### src/rtl/tme_pkg.sv
// tape machine executor package: request/response payload types, opcodes, status codes
// used by every file of the block; no dependencies
package tme_pkg;

  localparam logic [2:0] OP_ADD   = 3'd0;
  localparam logic [2:0] OP_SUB   = 3'd1;
  localparam logic [2:0] OP_OUT   = 3'd2;
  localparam logic [2:0] OP_IN    = 3'd3;
  localparam logic [2:0] OP_RIGHT = 3'd4;
  localparam logic [2:0] OP_LEFT  = 3'd5;
  localparam logic [2:0] OP_BZ    = 3'd6;
  localparam logic [2:0] OP_BNZ   = 3'd7;

  localparam logic [1:0] ST_OK    = 2'd0;
  localparam logic [1:0] ST_OVF   = 2'd1;
  localparam logic [1:0] ST_UNF   = 2'd2;
  localparam logic [1:0] ST_HALT  = 2'd3;

  localparam int          LIMIT_W   = 11;
  localparam logic [10:0] LIMIT_RST = 11'd1024;
  localparam int          NPC_W     = 13;
  localparam int          TGT_W     = 12;

  typedef struct packed {
    logic [2:0]  req_type;
    logic [11:0] jump_target;
    logic [7:0]  input_byte;
  } tme_req_t;

  typedef struct packed {
    logic [12:0] next_pc;
    logic        out_valid;
    logic [7:0]  out_byte;
    logic [1:0]  status;
  } tme_rsp_t;

  // rotation of the tape ring by one position
  typedef struct packed {
    logic fwd;
    logic back;
  } tme_shift_t;

endpackage

### src/rtl/tme_cell.sv
// one byte of the tape ring; takes load_data when loaded, else its neighbor's value when the ring rotates
// depends on tme_pkg
module tme_cell (
  input  logic                clk,
  input  logic                rst,
  input  tme_pkg::tme_shift_t shift,
  input  logic                load,
  input  logic [7:0]          load_data,
  input  logic [7:0]          from_next,
  input  logic [7:0]          from_prev,
  output logic [7:0]          value
);
  import tme_pkg::*;

  always_ff @(posedge clk) begin
    if (rst) begin
      value <= '0;
    end else if (load) begin
      value <= load_data;
    end else if (shift.fwd) begin
      value <= from_next;
    end else if (shift.back) begin
      value <= from_prev;
    end
  end

endmodule

### config.mk
export PLATFORM = sky130hd
export DESIGN_NAME = tme_cell
export DESIGN_NICKNAME = d
export VERILOG_FILES = /design/src/rtl/tme_pkg.sv /design/src/rtl/tme_cell.sv
export SDC_FILE = /design/constraint.sdc
export NUM_CORES = 1
export LEC_CHECK = 0
export BUFFER_PORTS_ARGS = -buffer_cell sky130_fd_sc_hd__buf_4
export CORE_MARGIN = 10
export CORE_UTILIZATION = 33
export DETAILED_ROUTE_END_ITERATION = 7
export MAX_ROUTING_LAYER = met4
export PLACE_DENSITY = 0.73
export SYNTH_ARGS = -nofsm -noshare
export SYNTH_HDL_FRONTEND = slang
export SYNTH_SLANG_ARGS = --single-unit
### constraint.sdc
create_clock -name clk -period 0.9 [get_ports clk]
set_clock_uncertainty 0.1 [all_clocks]
set_input_delay 0.135 -clock clk [delete_from_list [all_inputs] [get_ports clk]]
set_output_delay 0.135 -clock clk [all_outputs]
set_load 0.01 [all_outputs]
## Word level (Yosys, flattened, before mapping)

Cells that the tools add are included.

| storage, ports and cells | value |
|---|---|
| input port bits | 29 |
| register bits after elaboration | 8 |
| output and inout bits | 8 |
| word-level logic and storage cells | 5 |

| cells by class | value |
|---|---|
| multiplexer cells | 3 |
| reduce and logical (&&, ||, !) cells | 1 |

Operators by type and width:

| kind | count |
|---|---|
| $mux 8 | 3 |
| $reduce_bool 3->1 | 1 |

## Depth between registers and ports, before layout

| depth | value |
|---|---|
| word-level depth | 3 |
| gate-level depth with buffers | 4 |
| gate-level depth less buffers | 3 |

## Worst setup path after synthesis

Ideal clock, no wire load.

| timing path | value |
|---|---|
| path type | input port to flip-flop |
| start | input port shift[1] (netlist bit) |
| end | register value[2] |
| path slack | -0.128 ns |
| data required time | 0.683 ns |
| cell stages on the path | 4 |
| path buffers | 1 |
| library setup time | 0.117 ns |
| arrival | 0.810 ns |
| cell sequence | buf_6 -> nor3_1 -> nor2_2 -> a32o_1 |

| between the ends | value |
|---|---|
| word-level cells in the longest chain between the ends | 2 |
| elaborated cells on any way between the ends | 3 |
| classes of those cells | mux: 2; reduce/logical: 1 |

Ends and longest elaborated chain:

| what | RTL line | RTL |
|---|---|---|
| start: declaration | tme_cell.sv:6 | `input tme_pkg::tme_shift_t shift,` |
| $mux 8 | tme_cell.sv:20 | `end else if (shift.fwd) begin` |
| $mux 8 | tme_cell.sv:18 | `end else if (load) begin` |
| end signal: assignment | tme_cell.sv:19 | `value <= load_data;` |
| end signal: assignment | tme_cell.sv:21 | `value <= from_next;` |
| end signal: assignment | tme_cell.sv:23 | `value <= from_prev;` |
| end: declaration | tme_cell.sv:11 | `output logic [7:0] value` |

Several ways; a longest one is shown, not always the timed one.
A chain may end at the register's enable or synchronous reset.

## Worst setup path in the final report

| timing path | value |
|---|---|
| start | register value[7] |
| end | output port value[7] |

No word-level cell between the ends.

==> impl_metrics.yaml <==
drt:
  finalWirelength_um: 1500
  wire_per_inst_um: 15.0
  dr.pass1.iters: 2
  vias_per_cell: 5.16
  vias: 516
  antenna_left: 0
  drt_iter0_drc: 6
  drc_errors: 0
layout:
  final_nets: 116
  fin_cells: 100
  syn_to_final_growth_pct: 83.7
  reg_top3: "value: 8 flops"
  drive_gt1_share_pct: 63.5
  largest_reg_flops: 8
  antenna_cells: 0
  regMostFlops: "value"
  postLayoutCoreUtil_pct: 64.1
  design_area_um2: 835
  fillCellCount: 123
sta:
  period_share_pct: 104
  timing.final.hold_violations: 0
  timing.fmax_mhz: 1070
  setup_viol: 8
  min_period_ns: 0.934
  worstMarginPinSlew_ns: 0.214
  timing.final.ws_setup_ns: -0.0340
  slew_headroom_pct: 85.6
  fin_setup_tns_ns: -0.203
  rsz0062_at_grt: "yes"
  drv_slew: 0
logic_synthesis:
  yosys.area.top_type: "dfxtp_1"
  ys_types: 12
  synth-edff-count: 0
  netlist_area_um2: 454
  synth_compound_area_share_pct: 33.1
  synth_fa_ha_area_share_pct: 0
  synthDominantCellAreaShare_pct: 35.3
  yosysSeqAreaShare_pct: 35.3
  synth_xor_area_share_pct: 0
  synth_fp_nets: 74
  synthMuxAreaShare_pct: 0
  synth_commonest_cells: "a211o_1, a32o_1, dfxtp_1"
  ys_ff_latch: 8
  async_reset_ff_share_pct: 0
  yosys-top-cells-area: "dfxtp_1, a32o_1, a211o_1, nand2b_1, nor2b_1"
  synth_top_family_by_area: "compound AO/OA/AOI/OAI gates"
  synthSimpleGateAreaFrac_pct: 28.1
  avgSynthCellArea_um2: 10.1
  synth_cells: 45
  yosys_warnings: 0
  synth-main-ff-cell: "dfxtp_1"
hold_path:
  min_path_type: "in -> reg"
  hp-start: "load_data[1]"
  min_path_cells: 3
worst_setup_path:
  cp-endpoint: "value[7]"
  setup.worst_path.start_class: "flop"
  path_cells: "buf_6"
  crit_buf_inv: 1
  crit_type: "reg -> out"
  startpoint: "value[7]$_SDFFE_PP0P_"
  crit_path_top_delay_cell: "dfxtp_2"
  r2r-start: "value[7]$_SDFFE_PP0P_"
  r2r_end: "value[7]$_SDFFE_PP0P_"
  rr_worst_depth: 1
  critPathMaxStageDelay_ns: 0.32
  cp_max_fo: 2
  cpLargestDelayFamily: "flip-flops"
  arrival_ns: 0.70
  crit_required_ns: 0.66
  cp-end-kind: "output port"
  crit_cells: 1
  r2r_slack_ns: 0.15
die:
  dieWidth_um: 57.1
  io-pin-count: 37
  fp.dieH_um: 57.1
  die_area_mm2: 0.00326
  start_util_pct: 34.9
  rows: 13
  core_area_mm2: 0.00130
power_and_ir_drop:
  powerDensity_mw_per_mm2: 1190
  irDropWorstVdd_mv: 0.733
  p_int_uw: 741
  pwr-share-seq_pct: 41.7
  netSwitchingPower_uw: 248
  power_frac_clock_pct: 27.9
  comb_power_share_pct: 30.4
  switching_share_pct: 25.1
  p_total_uw: 989
  p_leak_nw: 0.379
run_status:
  violations: "setup timing"
  status: "finished with violations"
grt:
  grt_pass1_wl_um: 2490
  grt_start_max_net_pins: 19
  antenna_found_initial: 0
  grt.total_usage_pct: 9.77
  grt_pass1_vias: 581
  grt_overflow: 0
clocking:
  numClockSinks: 8
  cts_root_buf: "clkbuf_4"
  cts_tree: "done"
  cts_max_path_buffers: 2
  cts_made_buffers: 3
  clk_latency_ns: 0.25
  clkTransAtPathRegs_ns: 0.05
  htreeDepth: 1
  ctsHoldBuffers: 0
flow_run:
  max_cap_viol_count: 0
placement:
  place_inst: 97
  placed_cell_area_um2: 763
  place_hpwl_um: 1210
  place_congestion: 0.651
  io_buffers: 36
-- cells in the final DEF, fill, tap and decap left out --
cell and instances:
or2b_1 1, nor2_4 1, clkbuf_4 3, nor2b_2 1
buf_4 30, a211o_1 8, nor3_2 1, dfxtp_2 8
a32o_1 8, nor4_4 1, nand2b_1 7, buf_6 9
nor2b_1 7
-- cell type report --
| class | instances | area, um^2 | share of cell area, % |
|---|---|---|---|
| repair buffers | 39 | 327 | 39.1 |
| multi-input cells | 35 | 297 | 35.5 |
| flip-flops and latches | 8 | 170 | 20.4 |
| clock buffers | 3 | 22.5 | 2.70 |
| well taps | 15 | 18.8 | 2.25 |
-- through the flow --
step	hold slack, ns	worst slack, ns
2_1_floorplan	0.258	-0.0396
3_3_place_gp	0.348	-0.222
3_5_place_dp	0.360	-0.247
4_1_cts	0.116	-0.0322
5_1_grt	0.124	-0.0611
6_report	0.114	-0.0340
-- power groups by stage --
stage	registers, mW	clock network, mW	logic (mW)
2_1_floorplan	0.420	0	0.105
3_3_place_gp	0.406	0	0.281
3_5_place_dp	0.408	0	0.283
4_1_cts	0.412	0.282	0.301
5_1_grt	0.416	0.311	0.329
6_report	0.413	0.276	0.301
-- routing by layer --
layer | wire length [um] | GRT usage (%) | vias up
met3 | 180 | 6.64 | 4
li1 | - | - | 257
met2 | 693 | 13.8 | 24
met4 | 23 | 5.03 | 0
met5 | 0 | - | -
met1 | 603 | 10.1 | 231
-- worst min-delay path by stage --
stage / endpoint / slack (ns)
6_report: value[1]$_SDFFE_PP0P_ / 0.11
5_1_grt: value[2]$_SDFFE_PP0P_ / 0.12
4_1_cts: value[1]$_SDFFE_PP0P_ / 0.12
3_5_place_dp: value[4]$_SDFFE_PP0P_ / 0.36
3_3_place_gp: value[7]$_SDFFE_PP0P_ / 0.35
2_1_floorplan: value[0]$_SDFFE_PP0P_ / 0.26
-- logic make-up after synthesis --
| logic type | count (synthesis) |
|---|---|
| and+or+nand+nor | 19 |
| AOI/OAI and AO/OA | 16 |
| DFF | 8 |
| buffers and inverters | 2 |
-- what timing repair did --
| action | 4_1_cts | 5_1_grt |
|---|---|---|
| resized for setup | 16 | 2 |
| buffers inserted | 0 | 0 |
| pin swaps | 0 | 0 |
| endpoints found under the setup margin | 8 | 12 |
Power figures use the tool's default switching activity.
