### config.mk
export PLATFORM = sky130hd
export DESIGN_NAME = tme_exec
export DESIGN_NICKNAME = d
export VERILOG_FILES = /design/src/rtl/tme_pkg.sv /design/src/rtl/tme_exec.sv
export SDC_FILE = /design/constraint.sdc
export NUM_CORES = 1
export LEC_CHECK = 0
export BUFFER_PORTS_ARGS = -buffer_cell sky130_fd_sc_hd__clkbuf_2
export CORE_MARGIN = 10
export CORE_UTILIZATION = 50
export DETAILED_ROUTE_END_ITERATION = 16
export MAX_ROUTING_LAYER = met4
export PLACE_DENSITY = 0.79
export SKIP_CTS_REPAIR_TIMING = 1
export SYNTH_ARGS = -nofsm -noshare
export SYNTH_HDL_FRONTEND = slang
export SYNTH_SLANG_ARGS = --single-unit
### constraint.sdc
create_clock -name clk -period 5.3 [get_ports clk]
set_input_delay 1.59 -clock clk [delete_from_list [all_inputs] [get_ports clk]]
set_output_delay 1.59 -clock clk [all_outputs]
set_load 0.05 [all_outputs]
### src/rtl/tme_pkg.sv
// tape machine executor package: request/response payload types, opcodes, status codes
// used by every file of the block; no dependencies
package tme_pkg;

  localparam logic [2:0] OP_ADD   = 3'd0;
  localparam logic [2:0] OP_SUB   = 3'd1;
  localparam logic [2:0] OP_OUT   = 3'd2;
  localparam logic [2:0] OP_IN    = 3'd3;
  localparam logic [2:0] OP_RIGHT = 3'd4;
  localparam logic [2:0] OP_LEFT  = 3'd5;
  localparam logic [2:0] OP_BZ    = 3'd6;
  localparam logic [2:0] OP_BNZ   = 3'd7;

  localparam logic [1:0] ST_OK    = 2'd0;
  localparam logic [1:0] ST_OVF   = 2'd1;
  localparam logic [1:0] ST_UNF   = 2'd2;
  localparam logic [1:0] ST_HALT  = 2'd3;

  localparam int          LIMIT_W   = 11;
  localparam logic [10:0] LIMIT_RST = 11'd1024;
  localparam int          NPC_W     = 13;
  localparam int          TGT_W     = 12;

  typedef struct packed {
    logic [2:0]  req_type;
    logic [11:0] jump_target;
    logic [7:0]  input_byte;
  } tme_req_t;

  typedef struct packed {
    logic [12:0] next_pc;
    logic        out_valid;
    logic [7:0]  out_byte;
    logic [1:0]  status;
  } tme_rsp_t;

  // rotation of the tape ring by one position
  typedef struct packed {
    logic fwd;
    logic back;
  } tme_shift_t;

endpackage

### src/rtl/tme_exec.sv
// instruction execute unit: head, program counter, halt flag, tape limit register
// works on the cell under the head (ring position 0); depends on tme_pkg
module tme_exec #(
  parameter int TAPE_DEPTH = 1024,
  parameter int PROG_DEPTH = 4096
) (
  input  logic                clk,
  input  logic                rst,
  input  tme_pkg::tme_req_t   req,
  input  logic                accept,
  input  logic                cfg_we,
  input  logic [10:0]         cfg_data,
  input  logic [7:0]          head_cell,
  output tme_pkg::tme_shift_t shift,
  output logic                load,
  output logic [7:0]          load_data,
  output tme_pkg::tme_rsp_t   result
);
  import tme_pkg::*;

  localparam int HEAD_W = (TAPE_DEPTH > 1) ? $clog2(TAPE_DEPTH) : 1;
  localparam int DW     = $clog2(TAPE_DEPTH + 1);
  localparam int CMP_W  = (DW > LIMIT_W) ? DW : LIMIT_W;
  localparam int PC_W   = $clog2(PROG_DEPTH + 1);
  localparam int SAT_W  = ((PC_W > NPC_W) ? PC_W : NPC_W) + 1;

  logic [HEAD_W-1:0]  head;
  logic [HEAD_W-1:0]  head_next;
  logic [PC_W-1:0]    pc;
  logic               halted;
  logic [LIMIT_W-1:0] tape_limit;

  logic [CMP_W-1:0]   limit_c;
  logic [CMP_W-1:0]   head_inc;
  logic [SAT_W-1:0]   pc_wide;
  logic [SAT_W-1:0]   npc;
  logic [1:0]         status;
  logic               ov;
  logic [7:0]         ob;
  logic               ld;
  logic               sh_fwd;
  logic               sh_back;

  function automatic logic [SAT_W-1:0] sat_pc(input logic [SAT_W-1:0] v);
    logic [SAT_W-1:0] top_pc;
    top_pc = SAT_W'(PROG_DEPTH);
    return (v > top_pc) ? top_pc : v;
  endfunction

  assign limit_c  = (CMP_W'(tape_limit) > CMP_W'(TAPE_DEPTH)) ? CMP_W'(TAPE_DEPTH)
                                                               : CMP_W'(tape_limit);
  assign head_inc = CMP_W'(head) + CMP_W'(1);
  assign pc_wide  = SAT_W'(pc);

  always_comb begin
    npc       = sat_pc(pc_wide + SAT_W'(1));
    status    = ST_OK;
    ov        = 1'b0;
    ob        = '0;
    ld        = 1'b0;
    load_data = head_cell;
    sh_fwd    = 1'b0;
    sh_back   = 1'b0;
    head_next = head;
    if (halted) begin
      status = ST_HALT;
      npc    = pc_wide;
    end else begin
      case (req.req_type)
        OP_ADD: begin
          ld        = 1'b1;
          load_data = head_cell + 8'd1;
        end
        OP_SUB: begin
          ld        = 1'b1;
          load_data = head_cell - 8'd1;
        end
        OP_OUT: begin
          ov = 1'b1;
          ob = head_cell;
        end
        OP_IN: begin
          ld        = 1'b1;
          load_data = req.input_byte;
        end
        OP_RIGHT: begin
          if (head_inc >= limit_c) begin
            status = ST_OVF;
          end else begin
            sh_fwd    = 1'b1;
            head_next = head + HEAD_W'(1);
          end
        end
        OP_LEFT: begin
          if (head == '0) begin
            status = ST_UNF;
          end else begin
            sh_back   = 1'b1;
            head_next = head - HEAD_W'(1);
          end
        end
        OP_BZ: begin
          if (head_cell == 8'd0) begin
            npc = sat_pc(SAT_W'(req.jump_target) + SAT_W'(1));
          end
        end
        OP_BNZ: begin
          if (head_cell != 8'd0) begin
            npc = sat_pc(SAT_W'(req.jump_target) + SAT_W'(1));
          end
        end
        default: begin
        end
      endcase
      // pointer error: head, pc and tape stay as they are, report the held pc
      if (status != ST_OK) begin
        npc = pc_wide;
      end
    end
  end

  assign result.next_pc   = npc[NPC_W-1:0];
  assign result.out_valid = ov;
  assign result.out_byte  = ob;
  assign result.status    = status;

  assign shift.fwd  = accept && sh_fwd;
  assign shift.back = accept && sh_back;
  assign load       = accept && ld;

  always_ff @(posedge clk) begin
    if (rst) begin
      head       <= '0;
      pc         <= '0;
      halted     <= 1'b0;
      tape_limit <= LIMIT_RST;
    end else begin
      if (cfg_we) begin
        tape_limit <= cfg_data;
      end
      if (accept && !halted) begin
        if (status != ST_OK) begin
          halted <= 1'b1;
        end else begin
          pc   <= npc[PC_W-1:0];
          head <= head_next;
        end
      end
    end
  end

endmodule

* Yosys cells after proc, flatten, opt, wreduce, memory -nomap -nowiden
Index checks and enable logic that the tools add are counted. Widths: inputs -> output; s select.
Storage, ports and cells: register bits 35, output and inout port bits 35, input port bits 46
Operators by class: bitwise operators 2, equal/unequal tests 9, add/subtract/negate cells 7, mux-type cells 30, magnitude comparators 4, reduce and logical (&&, ||, !) cells 16
Operators by type and width (number):
- $mux 13 | 6
- $pmux 13 s2 | 1
- $mux 8 | 3
- $pmux 8 s3 | 1
- $mux 10 | 2
- $pmux 10 s2 | 1
- $add 13x1->14 const B | 1
- $gt 14x13->1 const B | 1
- $add 12x1->13 const B | 1
- $gt 13x13->1 const B | 1
- $eq 3x3->1 const B | 4
- $add 10x1->11 const B | 1
- $ge 11x11->1 | 1
- $gt 11x11->1 const B | 1
- $mux 1 | 11
- $mux 11 | 1
- $add 10x1->10 const B | 1
- $logic_not 10->1 | 1
- $sub 10x1->10 const B | 1
- $add 8x1->8 const B | 1
- $logic_not 8->1 | 1
- $reduce_bool 8->1 | 1
- $sub 8x1->8 const B | 1
- $eq 3x2->1 const B | 2
- 12 further kinds | 22

* Longest topological paths before layout
depth after elaboration 10, mapped depth 15, mapped depth without buffers 13

* Worst setup path after synthesis
Ideal clock, no wire load.
kind in2out, start in req[20] (netlist name), end out load_data[5], stages 10, slack -0.748 ns, required time 3.710 ns, arrival 4.458 ns, cell sequence clkbuf_1 -> nand2b_1 -> nor2_1 -> ha_1 -> a21o_1 -> a21oi_1 -> o21ai_0 -> nor2_1 -> xor2_1 -> a221oi_1
On the way: cells in the longest elaborated chain, start to end 3, elaborated cells between the ends (all ways) 5
RTL lines:
- from (decl) | line tme_exec.sv:9 | input tme_pkg::tme_req_t req,
- $eq 3x2->1 (tied with other cells) | line tme_exec.sv:69 | case (req.req_type)
- $pmux 8 s3 (*) | line tme_exec.sv:69
- $mux 8 (*) | line tme_exec.sv:65 | if (halted) begin
- to (decl) | line tme_exec.sv:16 | output logic [7:0] load_data,
Every way passes the cells marked *; elsewhere a longest branch is shown, timed or not.

* Worst setup path in the final report
start in req[21] (netlist name), end out load_data[7]
Same word-level chain as after synthesis.

==> reports/metrics.yaml <==
status: "complete, no violations"
tritoncts: "yes"
worst-path-buf-inv: 2
hold_viol: 0
clk-insertion-delay-late_ps: 290
initial_core_util_pct: 50.8
min_period_ps: 5220
cts_root_buf: "clkbuf_8"
clock_skew_ps: 1.88
cts_sinks: 35
clkTransAtPathRegs_ps: 70
antenna_left: 0
end_kind: "output pin"
layout-drive-gt1-share_pct: 26.0
fin_tns_setup_ps: 0
cpLargestDelayFamily: "compound AO/OA/AOI/OAI gates"
antennaDiodeCount: 0
synth.most_common_cell: "nand2_1"
io_pins: 81
fillCellCount: 592
cp_max_fo: 4
drt-pass1-iter-count: 6
final_util_pct: 65.9
synth.top_cell.area_share_pct: 19.2
gp_congestion: 0.919
fp.dieW_microns: 105
hold_path.class: "flop to flop"
path_class: "primary input to output pin"
maxSlewHeadroom_pct: 30.9
max_freq_mhz: 191
synth_area_leader_cell: "dfxtp_1"
tightestPinTransition_ps: 1030
crit_chain: "clkbuf_2, nand2b_4, nor2_4, ha_1, a21o_1, a21oi_2, o21ai_2, o41ai_2, mux4_2, o211a_2, buf_6"
synthTopCellsByArea: "dfxtp_1 (19%), ha_1 (10%), nand2_1 (7.8%)"
syn_nets: 586
grt-ovfl-total: 0
drv_slew: 0
critPathArrivalTime_ps: 3630
yosys_warnings: 0
min_period_over_period_pct: 98.5
synth-edff-count: 0
multi_input_area_sq_um: 2940
netlist_area_sq_um: 3640
nets: 666
antenna_found_initial: 0
ys_ff_latch: 35
worstSetupStartpointType: "primary input"
ys_seq_area_share_pct: 19.2
die_area_sq_um: 11100
synth.top_cells.by_count: "nand2_1 (76), nor2_1 (66), dfxtp_1 (35)"
synthFlopType: "dfxtp_1"
synth.distinct_cells: 57
portBuffers: 80
syn_inst: 509
worstPathRequired_ps: 3710
power_density_nw_per_um2: 191
row_count: 31
critPathMaxStageDelay_ps: 340
grt_start_max_net_pins: 36
htree_levels: 2
vias_per_cell: 5.80
p_total_w: 0.000905
clk_path_buf_depth: 2
p_leak_nw: 2.06
area_delta_synth_final_pct: 29.7
avgSynthCellArea_sq_um: 7.16
maxCapViolations: 0
holdWs_ps: 500
hpwl_microns: 8410
final-seq-area_sq_um: 702
vias: 3989
cts_buffers: 5
r2r_slack_ps: 1680
dieHeight_microns: 105
cpMaxStageDelayCell: "mux4_2"
grt_pass1_wl_microns: 18400
peakVddDrop_uv: 94.6
setup_viol: 0
drtIter0Drc: 280
coreArea_sq_um: 7180
drc_errors: 0
grt_pass1_vias: 3971
avgRoutedWirePerCell_microns: 15.9
grt_use_total_pct: 19.4
wirelength_microns: 10900
async_flop_share_pct: 0
## worst reg2reg max path: cells and delay by family (launching register included)
family | cells | cell delay [ps]
AND/OR/NAND/NOR | 5 | 1340
XOR/XNOR | 1 | 160
adder cells (fa/ha/maj) | 2 | 540
AO/OA/AOI/OAI | 5 | 920
flip-flops | 1 | 410
buffers and inverters | 1 | 170
## per-layer routing
metal | GRT usage [%] | vias up | wire, microns
met5 | - | - | 0
met4 | 6.47 | 0 | 221
met1 | 23.7 | 1823 | 4650
li1 | - | 1967 | -
met2 | 31.2 | 176 | 5250
met3 | 3.96 | 23 | 806
## cells in the final DEF (no fill, tap or decap), types with 9 or more instances in the layout
cell and instances:
a31oi_1 12, nand2_1 76, buf_12 16, a21oi_1 16, and2_1 9, buf_4 23, xnor2_1 20, mux2i_1 19
clkbuf_2 62, xor2_1 12, inv_1 9, ha_1 29, nand3_1 25, nor2_1 64, nor3_1 15, dfxtp_1 34
o21ai_0 23
## logic make-up after synthesis
| kind of cell | share of synthesized area [%] |
|---|---|
| buffers and inverters | 4.60 |
| AND/OR/NAND/NOR | 33.5 |
| multiplexers | 5.84 |
| flip-flops | 19.2 |
| adder cells (fa/ha/maj) | 11.1 |
| XOR/XNOR | 7.69 |
| AO/OA/AOI/OAI | 18.0 |
## layout make-up
class | instances | area share, %
clock buffers | 6 | 1.75
clock inverters | 1 | 0.106
inverters | 10 | 0.794
multi-input cells | 433 | 62.3
flip-flops and latches | 35 | 14.9
well taps | 99 | 2.62
repair buffers | 104 | 17.6
## where the power goes
group	switching (W)	total (W)	internal [W]
clock	0.000101	0.000203	0.000102
combinational	0.000242	0.000407	0.000165
sequential	0.0000183	0.000294	0.000276
total	0.000361	0.000904	0.000543
## worst paths after layout
check | cells after the start | end | start
setup / recovery | 11 | load_data[7] | req[21]
hold / removal | 2 | tape_limit[9] | tape_limit[9]
setup reg to reg | 14 | pc[7] | head[1]
hold reg to reg | 2 | tape_limit[9] | tape_limit[9]
## flip-flops by register name (all words and copies together) (netlist names)
register    cells
tape_limit     11
halted          1
pc             13
head           10
## metrics by stage
stage               std cells  setup WS (ps)  instance area (sq um)
finish                    688           77.4                   4730
global placement          680           -170                   4550
CTS                       687           -268                   4630
detailed placement        680           -268                   4550
global route              688          -14.9                   4730
floorplan                 509           -133                   3740
Power figures use the tool's default switching activity.
